$ cat config.mk
export PLATFORM = sky130hd
export DESIGN_NAME = sdr_cell
export DESIGN_NICKNAME = d
export VERILOG_FILES = /design/src/sdr_pkg.sv /design/src/sdr_cell.sv
export SDC_FILE = /design/constraint.sdc
export NUM_CORES = 1
export LEC_CHECK = 0
export CAP_MARGIN = 20
export CORE_AREA = 4 4 72 74
export CTS_CLUSTER_DIAMETER = 120
export DETAILED_ROUTE_END_ITERATION = 8
export DIE_AREA = 0 0 76 78
export DONT_BUFFER_PORTS = 1
export GPL_ROUTABILITY_DRIVEN = 0
export PLACE_DENSITY = 0.78
export SYNTH_ARGS = -nofsm -noshare
export SYNTH_HDL_FRONTEND = slang
export SYNTH_SLANG_ARGS = --single-unit
$ cat constraint.sdc
create_clock -name clk_i -period 3.37 [get_ports clk_i]
set_clock_uncertainty 0.1 [all_clocks]
set_input_delay 0.1685 -clock clk_i [delete_from_list [all_inputs] [get_ports clk_i]]
set_output_delay 0.1685 -clock clk_i [all_outputs]
set_load 0.05 [all_outputs]
$ cat src/sdr_pkg.sv
`timescale 1ns / 1ps

package sdr_pkg;

  localparam int unsigned ValueWidth = 32;
  localparam int unsigned CountWidth = 16;
  localparam logic [CountWidth-1:0] CountMax = {CountWidth{1'b1}};

  typedef struct packed {
    logic signed [ValueWidth-1:0] value;
    logic                         end_of_list;
  } in_word_t;

  typedef struct packed {
    logic signed [ValueWidth-1:0] out_value;
    logic                         kept;
    logic [CountWidth-1:0]        removed_count;
    logic                         table_overflow;
    logic                         last;
  } out_word_t;

  // word in flight along the cell chain
  typedef struct packed {
    logic                         valid;
    logic signed [ValueWidth-1:0] value;
    logic                         last;
    logic                         hit;
    logic                         stored;
  } item_t;

endpackage

$ cat src/sdr_cell.sv
`timescale 1ns / 1ps

module sdr_cell (
  input  logic          clk_i,
  input  logic          rst_ni,
  input  logic          advance_i,
  input  sdr_pkg::item_t item_i,
  output sdr_pkg::item_t item_o
);

  logic                                  entry_valid_q;
  logic signed [sdr_pkg::ValueWidth-1:0] entry_value_q;
  logic                                  match;
  logic                                  take;
  sdr_pkg::item_t                        item_d;
  sdr_pkg::item_t                        item_q;

  always_comb begin
    match       = item_i.valid & entry_valid_q & (entry_value_q == item_i.value);
    take        = item_i.valid & ~entry_valid_q & ~item_i.hit & ~item_i.stored;
    item_d      = item_i;
    item_d.hit    = item_i.hit | match;
    item_d.stored = item_i.stored | take;
  end

  always_ff @(posedge clk_i or negedge rst_ni) begin
    if (!rst_ni) begin
      item_q        <= '0;
      entry_valid_q <= 1'b0;
    end else if (advance_i) begin
      item_q <= item_d;
      // clear behind the final word of a list
      if (item_i.valid && item_i.last) begin
        entry_valid_q <= 1'b0;
      end else if (take) begin
        entry_valid_q <= 1'b1;
      end
    end
  end

  always_ff @(posedge clk_i) begin
    if (advance_i && take) begin
      entry_value_q <= item_i.value;
    end
  end

  assign item_o = item_q;

endmodule

==> impl_metrics.tcl <==
set metrics [dict create \
    outcome "finished clean" \
    drt-total-wl_um 5510 \
    syn-cell-area_um2 2710 \
    finalNonFillerCells 270 \
    globalRouteOverflowTotal 0 \
    syn-num-nets 201 \
    clockBufferDepth 2 \
    startpoint_type "primary input" \
    ys_seq_area_share_pct 69.5 \
    finalSetupViolations 0 \
    final_common_cell "dlygate4sd3_1" \
    worstRegToRegCells 5 \
    postCtsSetupRepairBufs 0 \
    synth_cell_types 21 \
    dr_total_vias 1507 \
    ir_drop_mv 0.345 \
    crit_chain "dlygate4sd3_1 -> nand2_1 -> nor4_4 -> buf_4 -> nor2_1 -> a31oi_1 -> dlygate4sd3_1" \
    start_util_pct 59.0 \
    critPathArrivalTime_ns 2.45 \
    first_pass_iters 4 \
    path_clk_slew_ns 0.06 \
    syn_avg_cell_area_um2 16.8 \
    critical_path_required_ns 3.54 \
    cp_num_cells 7 \
    cts_resized 0 \
    synth_area_leaders "edfxtp_1, dfrtp_1, mux2_2" \
    antenna_found_initial 0 \
    r2r_setup_slack_ns 1.11 \
    dp_hpwl_um 3310 \
    place_ws_ns 1.64 \
    final_cell_mix "dlygate4sd3_1, dfrtp_1, mux2_2" \
    drc 0 \
    cts.sinks 69 \
    core_um2 4600 \
    insertion_delay_ns 0.34 \
    power_density_nw_per_um2 553 \
    maxCapViolCount 0 \
    yosys.area.top_type_share_pct 35.4 \
    ys_ff_latch 69 \
    rsz0062_at_grt "no" \
    cts_tree "done" \
    grt_max_degree 39 \
    min-delay-start "item_i[21]" \
    p_leak_nw 1.27 \
    rr_endpoint "entry_valid_q" \
    diodes 0 \
    maxSlewHeadroom_pct 65.9 \
    fill_cells 304 \
    yosys_warnings 0 \
    grt_pass1_wl_um 9200 \
    drtAntennaViolNets 0 \
    tns_ns 0 \
    numCtsBuffers 9 \
    critical_path.top_delay_family "buffers and inverters" \
    endpoint_kind "flop" \
    slew_violations 0 \
    cpMaxStageDelayCell "dlygate4sd3_1" \
    cp_slowest_stage_delay_ns 0.59 \
    ioPinCount 75 \
    fin_crit_sh_pct 67.5 \
    hold_viol_final 0 \
    hold_class "in2reg" \
    dp.cells 213 \
    drive_above_1_share_pct 23.1 \
    crit_type "in2reg" \
    vias_per_cell 5.58 \
    dieHeight_um 78 \
    num_rows 25 \
    crit_path_frequent_cell "dlygate4sd3_1" \
    fmax_mhz 440 \
    nets 250 \
    hold_buffers 41 \
    synth_top_area_cell "edfxtp_1" \
    die_area_um2 5930 \
    grt_pass1_vias 1758 \
    fin_ws_ns 1.09 \
    crit_end "entry_valid_q" \
    path_buf_inv 3 \
    tightest_slew_ns 0.511 \
    period_minus_slack_ns 2.28 \
    cp_max_fo 29 \
    synthCells 162 \
    timing.rr.start "entry_valid_q" \
    cp-startpoint "item_i[35]" \
    post_drt_wl_per_cell_um 20.4 \
    cts_max_level 3 \
    grt_usage_pct 20.6 \
    port_buffers 0 \
    die_w_um 76 \
    drtIter0Drc 33 \
    syn_to_final_growth_pct 24.4 \
    clock-root-buffer "clkbuf_8" \
]
==> kinds of logic (layout without fill, tap and decap cells) <==
family | after synthesis | in the layout | share of synthesized area (%)
flip-flops | 69 | 69 | 69.5
AND/OR/NAND/NOR | 17 | 17 | 4.15
XOR/XNOR | 32 | 32 | 10.3
buffers and inverters | 5 | 59 | 0.968
AO/OA/AOI/OAI | 5 | 5 | 0.968
multiplexers | 34 | 34 | 14.1
==> routing by layer <==
| metal | GRT usage, % | up-vias | routed length (µm) | share of wire, % |
|---|---|---|---|---|
| met1 | 22.2 | 751 | 1980 | 36 |
| met2 | 35.7 | 58 | 2980 | 54 |
| li1 | - | 689 | - | - |
| met4 | 10.7 | 0 | 101 | 1.8 |
| met5 | 0 | - | 0 | 0 |
| met3 | 6.96 | 9 | 448 | 8.1 |
==> cells in the mapped netlist <==
master / n
xor2_1: 16
nand3_1: 1
nor2_1: 4
a21oi_1: 2
nor4_2: 1
inv_1: 1
nor4_4: 1
edfxtp_1: 32
xnor2_1: 16
buf_2: 3
dfrtp_1: 37
nand2_1: 1
a31oi_1: 1
o21ai_1: 1
nand4_1: 5
mux2_2: 33
o21ai_0: 1
nor4_1: 3
nor3_1: 1
buf_4: 1
mux2i_1: 1
==> worst min-delay path by stage <==
stage                    end  depth (start not counted)  slack (ns)
3_5_place_dp      item_o[23]                          0       -0.23
2_1_floorplan  entry_valid_q                          0       -0.23
6_report           item_o[1]                          4        0.07
3_3_place_gp      item_o[23]                          0       -0.23
4_1_cts            item_o[1]                          4        0.06
5_1_grt            item_o[1]                          4        0.09
==> state kept, by name (all words and copies together), names as in the netlist <==
signal	flops
item_o	36
entry_valid_q	1
entry_value_q	32
==> metrics by stage <==
step           area, µm²  total power [mW]  util, %  hold WS, ns
2_1_floorplan       2710              1.22        -       -0.227
5_1_grt             3380              1.95     73.4       0.0860
3_3_place_gp        2780              1.22     60.4       -0.226
3_5_place_dp        2780              1.23     60.4       -0.226
4_1_cts             3380              1.88     73.4       0.0605
6_report            3380              1.87     73.4       0.0744
==> area by class of cell <==
class / instances / area [µm²] / share of cell area (%)
timing repair buffer: 42 / 438 / 13.0
clock buffer: 15 / 166 / 4.93
sequential: 69 / 1890 / 55.9
multi-input combinational: 88 / 810 / 24.0
clock inverter: 1 / 5.00 / 0.148
inverter: 1 / 3.75 / 0.111
tap: 54 / 67.6 / 2.00
==> report_power, final <==
part / internal, mW / switching [mW] / leakage, nW
clock network: 0.308 / 0.282 / 0.0877
registers: 0.933 / 0.193 / 0.723
logic: 0.0929 / 0.0600 / 0.454
==> tightest hold or removal path, delay by kind of cell <==
family	cells	cell delay [ns]
AND/OR/NAND/NOR	2	0.12
XOR/XNOR	1	0.11
AO/OA/AOI/OAI	1	0.07
No activity file was read; power rests on OpenSTA's default activity.
