## config.mk

```make
export PLATFORM = sky130hd
export DESIGN_NAME = sdr_out_stage
export DESIGN_NICKNAME = d
export VERILOG_FILES = /design/src/sdr_pkg.sv /design/src/sdr_out_stage.sv
export SDC_FILE = /design/constraint.sdc
export NUM_CORES = 1
export LEC_CHECK = 0
export BUFFER_PORTS_ARGS = -buffer_cell sky130_fd_sc_hd__buf_2
export CAP_MARGIN = 30
export CORE_MARGIN = 4
export CORE_UTILIZATION = 49
export DETAILED_ROUTE_END_ITERATION = 16
export GPL_ROUTABILITY_DRIVEN = 0
export PLACE_DENSITY_LB_ADDON = 0.3
export SETUP_SLACK_MARGIN = 0.1
export SYNTH_ARGS = -nofsm -noshare
export SYNTH_HDL_FRONTEND = slang
export SYNTH_SLANG_ARGS = --single-unit
```

## constraint.sdc

```tcl
create_clock -name clk_i -period 5.1 [get_ports clk_i]
set_input_delay 0.255 -clock clk_i [delete_from_list [all_inputs] [get_ports clk_i]]
set_output_delay 0.255 -clock clk_i [all_outputs]
set_load 0.03 [all_outputs]
```

## src/sdr_pkg.sv

```systemverilog
`timescale 1ns / 1ps

package sdr_pkg;

  localparam int unsigned ValueWidth = 32;
  localparam int unsigned CountWidth = 16;
  localparam logic [CountWidth-1:0] CountMax = {CountWidth{1'b1}};

  typedef struct packed {
    logic signed [ValueWidth-1:0] value;
    logic                         end_of_list;
  } in_word_t;

  typedef struct packed {
    logic signed [ValueWidth-1:0] out_value;
    logic                         kept;
    logic [CountWidth-1:0]        removed_count;
    logic                         table_overflow;
    logic                         last;
  } out_word_t;

  // word in flight along the cell chain
  typedef struct packed {
    logic                         valid;
    logic signed [ValueWidth-1:0] value;
    logic                         last;
    logic                         hit;
    logic                         stored;
  } item_t;

endpackage

```

## src/sdr_out_stage.sv

```systemverilog
`timescale 1ns / 1ps

module sdr_out_stage (
  input  logic               clk_i,
  input  logic               rst_ni,
  input  logic               advance_i,
  input  sdr_pkg::item_t     item_i,
  output logic               out_valid_o,
  output sdr_pkg::out_word_t out_word_o
);

  logic [sdr_pkg::CountWidth-1:0] count_q;
  logic [sdr_pkg::CountWidth-1:0] count_d;
  logic                           ovf_q;
  logic                           ovf_d;
  logic                           out_valid_q;
  sdr_pkg::out_word_t             out_q;
  sdr_pkg::out_word_t             out_d;

  always_comb begin
    count_d = count_q;
    if (item_i.hit && (count_q != sdr_pkg::CountMax)) begin
      count_d = count_q + sdr_pkg::CountWidth'(1);
    end
    ovf_d                = ovf_q | (~item_i.hit & ~item_i.stored);
    out_d.out_value      = item_i.value;
    out_d.kept           = ~item_i.hit;
    out_d.removed_count  = count_d;
    out_d.table_overflow = ovf_d;
    out_d.last           = item_i.last;
  end

  always_ff @(posedge clk_i or negedge rst_ni) begin
    if (!rst_ni) begin
      out_valid_q <= 1'b0;
      count_q     <= '0;
      ovf_q       <= 1'b0;
    end else if (advance_i) begin
      out_valid_q <= item_i.valid;
      if (item_i.valid) begin
        if (item_i.last) begin
          count_q <= '0;
          ovf_q   <= 1'b0;
        end else begin
          count_q <= count_d;
          ovf_q   <= ovf_d;
        end
      end
    end
  end

  always_ff @(posedge clk_i) begin
    if (advance_i && item_i.valid) begin
      out_q <= out_d;
    end
  end

  assign out_valid_o = out_valid_q;
  assign out_word_o  = out_q;

endmodule

```

==> results.yml, run 1 <==
status:
  status: "complete, no violations"
clock_network:
  clock-sinks: 69
  htree_levels: 3
  clk_path_buf_depth: 2
  cts_buffers: 9
  ctsRootBufferMaster: "clkbuf_8"
  cts_tree: "done"
  clk_pin_slew_ns: 0.07
  clk_latency_ns: 0.34
  cts_setup_buffers: 0
route:
  detail_route.vias_per_cell: 5.36
  drt_iter0_drc: 118
  drt_pass1_iterations: 4
  wl_per_cell_um: 16.2
  drt_wl_total_um: 6250
  ant_nets: 0
  vias: 2062
  drc: 0
timing:
  fin_crit_ns: 2.34
  setup_tns_ns: 0
  rsz0062_at_grt: "no"
  max_freq_ghz: 0.427
  skew_ns: 0.0100
  worst_pin_slew_ns: 0.956
  slew_headroom_pct: 35.7
  post-route-period-util_pct: 45.9
  setup_viol_count_final: 0
  final-hold-violation-count: 0
  drv_slew: 0
global_route:
  grt_use_total_pct: 18.1
  antenna_found_initial: 0
  grt_first_pass_wirelength_um: 10200
  grt_pass1_vias: 2078
  grt_max_degree: 36
  grt.overflow.total: 0
run:
  drv_cap: 0
synthesis:
  synth_cell_type_count: 51
  synth_xor_area_share_pct: 3.85
  syn-cell-area_um2: 2960
  synth_compound_area_share_pct: 9.86
  synth_flop_cell: "edfxtp_1"
  synth_top_family_by_area: "simple AND/OR/NAND/NOR gates"
  yosysWarnings: 0
  yosys.area_share.simple_pct: 14.3
  synth.most_common_cell: "edfxtp_1"
  synthTopCellsByCount: "51 x edfxtp_1, 20 x nand2_1, 18 x dfrtp_1, 9 x xnor2_1, 8 x o21ai_0"
  synth_top_area_share_pct: 51.8
  yosysTopAreaCell: "edfxtp_1"
  ys_seq_elements: 69
  synth_edf_count: 51
  synth_mux_area_share_pct: 1.82
  async_flop_share_pct: 26.1
  synth_nets: 255
  synthTopCellsByArea: "edfxtp_1 52%, dfrtp_1 15%, xnor2_1 2.7%"
  synth_seq_area_share_pct: 67.0
  synth_adder_area_share_pct: 0.423
  synth_area_per_cell_um2: 13.8
  syn_inst: 215
cells_and_area:
  antennaDiodeCount: 0
  syn2layout_area_growth_pct: 23.8
  drive_above_1_share_pct: 38.1
  nets: 345
  num-fill-cells: 495
pwr:
  ir_drop_v: 0.000199
  total_leakage_power_nw: 1.53
  total_power_w: 0.00130
  power_per_cell_area_nw_per_um2: 355
setup_path:
  max_stage_delay_ns: 0.76
  cp.required_ns: 5.17
  reg2reg_from: "count_q[0]"
  worst-path-max-fanout: 7
  critPathSlowestCell: "nor4_1"
  crit_chain: "ha_1 > nand3_1 > nor4_1 > nor3_1 > xor2_1"
  cp.arrival_ns: 2.42
  end_kind: "flop"
  worstSetupPathType: "reg -> reg"
  critPathLaunchType: "flop"
  startpoint: "count_q[0]"
die:
  dieArea_um2: 7340
  num_io_pins: 91
  start_util_pct: 50.3
  die_y_um: 85.7
  core_area_um2: 5890
  rows: 28
  die_w_um: 85.7
place:
  dp.final_hpwl_um: 4560
  port_buffers: 90
min_path:
  min-delay-start: "item_i[13]"
  hold_class: "in -> reg"
[power by group]
| group | total (W) | leakage, nW | internal [W] | switching, W |
|---|---|---|---|---|
| Clock | 0.000423 | 0.0906 | 0.000226 | 0.000196 |
| Combinational | 0.000189 | 0.730 | 0.0000665 | 0.000122 |
| Sequential | 0.000687 | 0.710 | 0.000654 | 0.0000330 |
| Total | 0.00130 | 1.53 | 0.000947 | 0.000352 |
[kinds of logic (layout without fill, tap and decap cells)]
logic type                 after synthesis  after routing
adders and majority gates                1              1
DFF                                     69             69
xor gates and xnor gates                13             13
AOI/OAI and AO/OA                       36             36
and+or+nand+nor                         71             71
muxes                                    5              5
buffers and inverters                   20            115
[flip-flops by register name, summed over array words and instances (netlist names)]
name         flops
out_word_o      51
count_q         16
out_valid_o      1
ovf_q            1
[layer usage]
| metal | GRT usage (%) | vias to the layer above | share of wire (%) |
|---|---|---|---|
| li1 | - | 1001 | - |
| met1 | 24.1 | 963 | 45 |
| met2 | 28.2 | 89 | 46 |
| met3 | 4.80 | 9 | 7.7 |
| met4 | 7.77 | 0 | 1.8 |
| met5 | 0 | - | 0 |
[worst max-delay path, delay by kind of cell (launching register included)]
family                   cells  cell delay, ns
AND/OR/NAND/NOR              3            1.15
flip-flops                   1            0.44
adder cells (fa/ha/maj)      1            0.30
XOR/XNOR                     1            0.19
[cells in the final DEF, fill, tap and decap left out, drive strengths merged, types with 2 or more instances in the layout]
cell	Yosys	final
nand2	20	20
nand3	7	7
buf	4	91
a31o	2	2
inv	7	7
nor2	5	5
a21oi	5	5
o311ai	4	4
nand3b	2	2
clkbuf	9	12
mux2	3	3
o21ai	8	8
nor2b	2	2
a221o	2	2
o41ai	3	3
nor4	2	2
xnor2	9	9
clkinv	0	2
edfxtp	51	51
dfrtp	18	18
nand4	6	6
and3	6	6
nor3	6	6
and2	3	3
or3	2	2
and4	6	6
xor2	4	4
mux2i	2	2
[final timing paths]
check                                      end  slack, ns  cells after the start
min in group asynchronous           count_q[5]       0.38                      2
worst min-delay path            out_word_o[29]       0.09                      1
max in group asynchronous          count_q[12]       4.42                      2
worst min register to register     out_valid_o       0.54                      2
worst max-delay path             out_word_o[9]       2.76                      5
worst max register to register   out_word_o[9]       2.76                      5
[through the flow]
| step | instances | cell area (µm²) | hold slack [ns] | util, % | setup WS, ns |
|---|---|---|---|---|---|
| global route | 385 | 3660 | 0.0677 | 62.2 | 2.53 |
| detailed placement | 368 | 3470 | 0.219 | 58.9 | 2.78 |
| CTS | 385 | 3660 | 0.0766 | 62.2 | 2.76 |
| global placement | 367 | 3450 | 0.223 | 58.5 | 2.78 |
| finish | 385 | 3660 | 0.0866 | 62.2 | 2.76 |
| floorplan | 215 | 2960 | -0.0406 | - | 2.97 |
[final cells by class]
type / count / area [µm²] / area share [%]
Clock buffer: 12 / 135 / 3.69
Clock inverter: 4 / 51.3 / 1.40
Inverter: 7 / 26.3 / 0.717
Multi-Input combinational cell: 126 / 893 / 24.4
Sequential cell: 69 / 1980 / 54.1
Tap cell: 75 / 93.8 / 2.56
Timing Repair Buffer: 92 / 480 / 13.1
[timing repair]
action / CTS / global route
resized for setup: 0 / 0
hold endpoints to repair: 18 / 0
hold buffers: 1 / 0
(Power assumes the default switching activity.)
==> run 2, diff against run 1 <==
Clock period 5.1 ns to 2.2 ns, I/O delays scaled along.
==> run 2 against run 1 <==
Net effect:
- combinational power rose to 2.8 times the previous value
- die area stayed put
- non-clock buffer count rose by 48
- largest cell class unchanged
- clock power increased by 100%
- critical path depth increased by 2
- sequential share of layout area shrank 5.6 points
==> results.yml, run 2 (synthesis gave the netlist of run 1 again) <==
cells_and_area:
  mostFrequentLayoutCells: "90 x buf_2, 51 x edfxtp_1, 33 x dlygate4sd3_1"
  num-fill-cells: 420
  nets: 393
  drive_above_1_share_pct: 37.7
  final_common_cell: "buf_2"
  largest_reg_flops: 51
  syn2layout_area_growth_pct: 38.0
  final_cell_area_um2: 4080
  antennaDiodeCount: 0
setup_path:
  startpoint: "count_q[0]"
  cp.required_ns: 2.29
  critPathLaunchType: "flop"
  worstSetupEndpoint: "out_word_o[15]"
  worst-path-max-fanout: 7
  cp.arrival_ns: 2.03
  end_kind: "flop"
  rr_worst_depth: 7
  reg2reg_from: "count_q[0]"
  r2r-end: "out_word_o[15]"
  r2r_slack_ns: 0.26
  worstSetupPathType: "reg -> reg"
clock_network:
  cts_buffers: 9
  clk_pin_slew_ns: 0.07
  clk_path_buf_depth: 2
  clk_latency_ns: 0.34
  cts_tree: "done"
  clock-sinks: 69
  htree_levels: 3
  cts_setup_buffers: 0
  ctsRootBufferMaster: "clkbuf_8"
die:
  dieArea_um2: 7340
  start_util_pct: 50.3
  rows: 28
  die_w_um: 85.7
  die_y_um: 85.7
  core_area_um2: 5890
  num_io_pins: 91
route:
  wl_per_cell_um: 16.2
  drt_pass1_iterations: 4
  detail_route.vias_per_cell: 5.21
  drt_wl_total_um: 7020
  drc: 0
  vias: 2257
  drt_iter0_drc: 69
  ant_nets: 0
min_path:
  hold_class: "in -> reg"
global_route:
  grt.overflow.total: 0
  grt_pass1_vias: 2305
  antenna_found_initial: 0
  grt_max_degree: 35
  grt_first_pass_wirelength_um: 11400
  grt_use_total_pct: 20.3
timing:
  drv_slew: 0
  setup_viol_count_final: 0
  skew_ns: 0.0118
  max_freq_ghz: 0.515
  final-hold-violation-count: 0
  slew_headroom_pct: 66.7
  post-route-period-util_pct: 88.2
  fin_crit_ns: 1.94
  setup_tns_ns: 0
  rsz0062_at_grt: "no"
  worst_pin_slew_ns: 0.497
pwr:
  power_per_cell_area_nw_per_um2: 728
  total_leakage_power_nw: 1.74
  ir_drop_v: 0.000422
status:
  status: "complete, no violations"
place:
  port_buffers: 90
  postPlaceCellArea_um2: 3590
  dp.final_hpwl_um: 4700
run:
  drv_cap: 0
==> run 2: changes by cell type in the layout (fill, tap and decap cells not counted) <==
cell / change
buf_4: +16
bufinv_16: -1
clkinv_2: +1
clkinv_4: +1
clkinvlp_4: -1
dlygate4sd3_1: +32
or4_1: -1
or4_4: +1
==> run 2: critical path, stage by stage, from the launching register on <==
cell     delay [ns]
dfrtp_1        0.44
ha_1           0.26
nand3_1        0.11
buf_4          0.14
nor4_1         0.04
buf_4          0.15
or3_1          0.41
xnor2_1        0.14
==> run 2: through the flow <==
step                std cells  utilization, %  hold slack [ns]  setup WS, ns  total power, W
floorplan                 215               -           -0.186         0.215         0.00191
global placement          384            60.9           0.0819         0.284         0.00208
detailed placement        384            60.9           0.0777         0.242         0.00209
CTS                       433            69.3          0.00245         0.215         0.00299
global route              433            69.4           0.0397         0.153         0.00311
finish                    433            69.4          0.00625         0.260         0.00297
==> run 2: how the worst min path moves through the flow <==
stage	from	endpoint	cells past startpoint
after floorplan	rst_ni	count_q[0]	0
after global placement	rst_ni	count_q[7]	1
after detailed placement	rst_ni	count_q[5]	1
after CTS	advance_i	out_valid_o	2
after global routing	advance_i	out_valid_o	2
final	advance_i	out_valid_o	2
==> run 2: what timing repair did <==
item | CTS | global route
setup endpoints to repair | 0 | 3
gates resized for setup | 0 | 1
hold buffers | 33 | 0
hold endpoints to repair | 50 | 0
==> run 2: per-layer routing <==
layer  GRT usage [%]  vias to the layer above  part of all wire, %
met2            34.9                       85                   49
met1            24.7                     1070                   43
met3            6.15                        8                  7.5
met4            6.19                        0                  1.3
met5               0                        -                    0
li1                -                     1094                    -
==> run 2: final cells by class <==
type | count | area [µm²] | area share, %
sequential | 69 | 1980 | 48.5
tap | 75 | 93.8 | 2.30
clock inverter | 4 | 27.5 | 0.674
multi-input combinational | 126 | 897 | 22.0
inverter | 7 | 26.3 | 0.644
clock buffer | 12 | 135 | 3.31
timing repair buffer | 140 | 921 | 22.6
==> run 2: power by group <==
| group | internal (W) | switching, W | leakage, nW |
|---|---|---|---|
| combinational | 0.000210 | 0.000309 | 0.945 |
| sequential | 0.00152 | 0.0000756 | 0.710 |
| clock | 0.000410 | 0.000448 | 0.0843 |
==> run 3, diff against run 2 <==
Settings changed: ABC_AREA set to 1, RECOVER_POWER set to 25, TNS_END_PERCENT set to 10.
==> run 3 against run 2 <==
Net effect:
- via count up 0.22%
- design area down 1.9%
- global-route usage down 1.0 points
- critical path type unchanged
- highest routed layer unchanged
==> results.yml, run 3 <==
status:
  status: "complete, no violations"
cells_and_area:
  nets: 433
  final_common_cell: "buf_2"
  largest_reg_flops: 51
  final_cells: 470
  syn2layout_area_growth_pct: 37.3
  antennaDiodeCount: 0
  drive_above_1_share_pct: 30.7
  mostFrequentLayoutCells: "85 x buf_2, 64 x nand2_1, 51 x edfxtp_1"
global_route:
  grt_first_pass_wirelength_um: 10800
  grt_pass1_vias: 2285
  antenna_found_initial: 0
  grt_max_degree: 53
  grt_use_total_pct: 19.3
  grt.overflow.total: 0
setup_path:
  r2r_slack_ns: 0.50
  r2r-end: "out_word_o[2]"
  startpoint: "count_q[0]"
  crit_family: "simple AND/OR/NAND/NOR gates"
  max_stage_delay_ns: 0.42
  worstSetupEndpoint: "out_word_o[2]"
  worst-path-max-fanout: 18
  rr_worst_depth: 7
  critPathLaunchType: "flop"
  crit_top_cell: "nand2_1"
  end_kind: "flop"
  worstSetupPathType: "reg -> reg"
  cp.required_ns: 2.30
  critPathSlowestCell: "dfrtp_1"
  cp.buffers_inverters: 0
  crit_chain: "ha_1 > nand3_2 > nor2_4 > nand2_4 > nand2_1 > nand2_1 > and2_1"
  critical_path_cell_count: 7
  cp.arrival_ns: 1.80
  reg2reg_from: "count_q[0]"
timing:
  setup_viol_count_final: 0
  final-hold-violation-count: 0
  drv_slew: 0
  slew_headroom_pct: 25.5
  fin_crit_ns: 1.70
  hold_slack_ns: 0.0749
  max_freq_ghz: 0.587
  rsz0062_at_grt: "no"
  post-route-period-util_pct: 77.5
  worst_pin_slew_ns: 1.12
  skew_ns: 0.0111
  setup_tns_ns: 0
synthesis:
  synth_nets: 298
  syn_inst: 258
  synth_area_per_cell_um2: 11.3
  yosysWarnings: 0
  synth_seq_area_share_pct: 67.9
  synth_mux_area_share_pct: 0
  synth_adder_area_share_pct: 0.429
  synth_top_family_by_area: "simple AND/OR/NAND/NOR gates"
  synthTopCellsByArea: "edfxtp_1 52%, dfrtp_1 15%, nand2_1 8.2%"
  yosysTopAreaCell: "edfxtp_1"
  yosys.area_share.simple_pct: 24.0
  synth_top_area_share_pct: 52.5
  synthTopCellsByCount: "64 x nand2_1, 51 x edfxtp_1, 27 x inv_1, 26 x nand3_1, 18 x dfrtp_1"
  synth_flop_cell: "edfxtp_1"
  ys_seq_elements: 69
  synth_cell_type_count: 26
  synth_xor_area_share_pct: 0.300
  synth_edf_count: 51
  syn-cell-area_um2: 2920
  synth_compound_area_share_pct: 2.36
  async_flop_share_pct: 26.1
  synth.most_common_cell: "nand2_1"
route:
  drt_pass1_iterations: 4
  detail_route.vias_per_cell: 4.81
  wl_per_cell_um: 13.8
  drt_iter0_drc: 132
  vias: 2262
  ant_nets: 0
  drc: 0
  drt_wl_total_um: 6470
pwr:
  p_int_w: 0.00217
  p_sw_share_pct: 25.4
  sequentialPowerShare_pct: 52.0
  power_per_cell_area_nw_per_um2: 725
  ir_drop_v: 0.000429
  pwr-share-clk_pct: 35.9
  total_leakage_power_nw: 1.80
  pwr-share-comb_pct: 12.1
  p_switching_w: 0.000736
min_path:
  hold_class: "in -> reg"
  hold_depth: 4
die:
  die_w_um: 85.2
  dieArea_um2: 7250
  start_util_pct: 51.7
  rows: 27
  die_y_um: 85.2
  num_io_pins: 91
  core_area_um2: 5640
run:
  drv_cap: 0
clock_network:
  ctsRootBufferMaster: "clkbuf_8"
  clk_path_buf_depth: 2
  htree_levels: 3
  clock-sinks: 69
  cts_buffers: 9
  cts_resized: 0
  clk_latency_ns: 0.34
  clk_pin_slew_ns: 0.08
  cts_tree: "done"
place:
  placed_cells: 419
  port_buffers: 90
  dp.final_hpwl_um: 4360
[run 3: cells by family after synthesis]
group	count (synthesis)
compound gates	12
xor+xnor	1
fa+ha+maj	1
buf+inv	33
flops	69
simple gates	142
[run 3: how the worst min path moves through the flow]
stage          startpoint     endpoint  slack (ns)
2_1_floorplan      rst_ni   count_q[0]       -0.19
3_3_place_gp       rst_ni  count_q[11]        0.08
3_5_place_dp       rst_ni  count_q[11]        0.08
4_1_cts         item_i[0]        ovf_q        0.07
5_1_grt         item_i[0]        ovf_q        0.07
6_report        item_i[0]        ovf_q        0.07
[run 3: stage by stage]
| step | total power [W] | util [%] | area [µm²] | worst slack (ns) |
|---|---|---|---|---|
| 2_1_floorplan | 0.00173 | - | 2920 | 0.469 |
| 3_3_place_gp | 0.00183 | 61.2 | 3450 | 0.594 |
| 3_5_place_dp | 0.00184 | 61.2 | 3450 | 0.512 |
| 4_1_cts | 0.00294 | 71.1 | 4010 | 0.503 |
| 5_1_grt | 0.00304 | 71.0 | 4010 | 0.382 |
| 6_report | 0.00290 | 71.0 | 4010 | 0.495 |
[run 3: final cells by class]
| type | count | area [µm²] |
|---|---|---|
| Clock buffer | 10 | 138 |
| Fill cell | 419 | 1640 |
| Sequential cell | 69 | 1980 |
| Tap cell | 72 | 90.1 |
| Clock inverter | 6 | 70.1 |
| Timing Repair Buffer | 127 | 823 |
| Inverter | 30 | 113 |
| Multi-Input combinational cell | 156 | 790 |
[run 3: routing by layer]
layer	part of all wire [%]	vias to the layer above	track usage, %
met5	0	-	0
met4	1.1	0	6.91
met3	8.3	7	5.63
met2	47	84	31.0
met1	44	1039	24.9
li1	-	1132	-
[run 3: worst min-delay path: stages]
cell	delay, ns
buf_2	0.07
nor2_1	0.03
nor2_1	0.11
a21oi_1	0.05
[run 3: power by group through the flow]
stage,Sequential [W],Clock (W),Combinational [W]
after floorplan,0.00166,0,0.0000690
after global placement,0.00153,0,0.000300
after detailed placement,0.00154,0,0.000305
after CTS,0.00151,0.00108,0.000355
after global routing,0.00152,0.00115,0.000380
final,0.00151,0.00104,0.000351
[run 3: repair_timing]
action,in CTS,in global routing
hold buffers,35,0
endpoints found under the setup margin,0,0
hold endpoints to repair,52,0
setup buffers,0,0
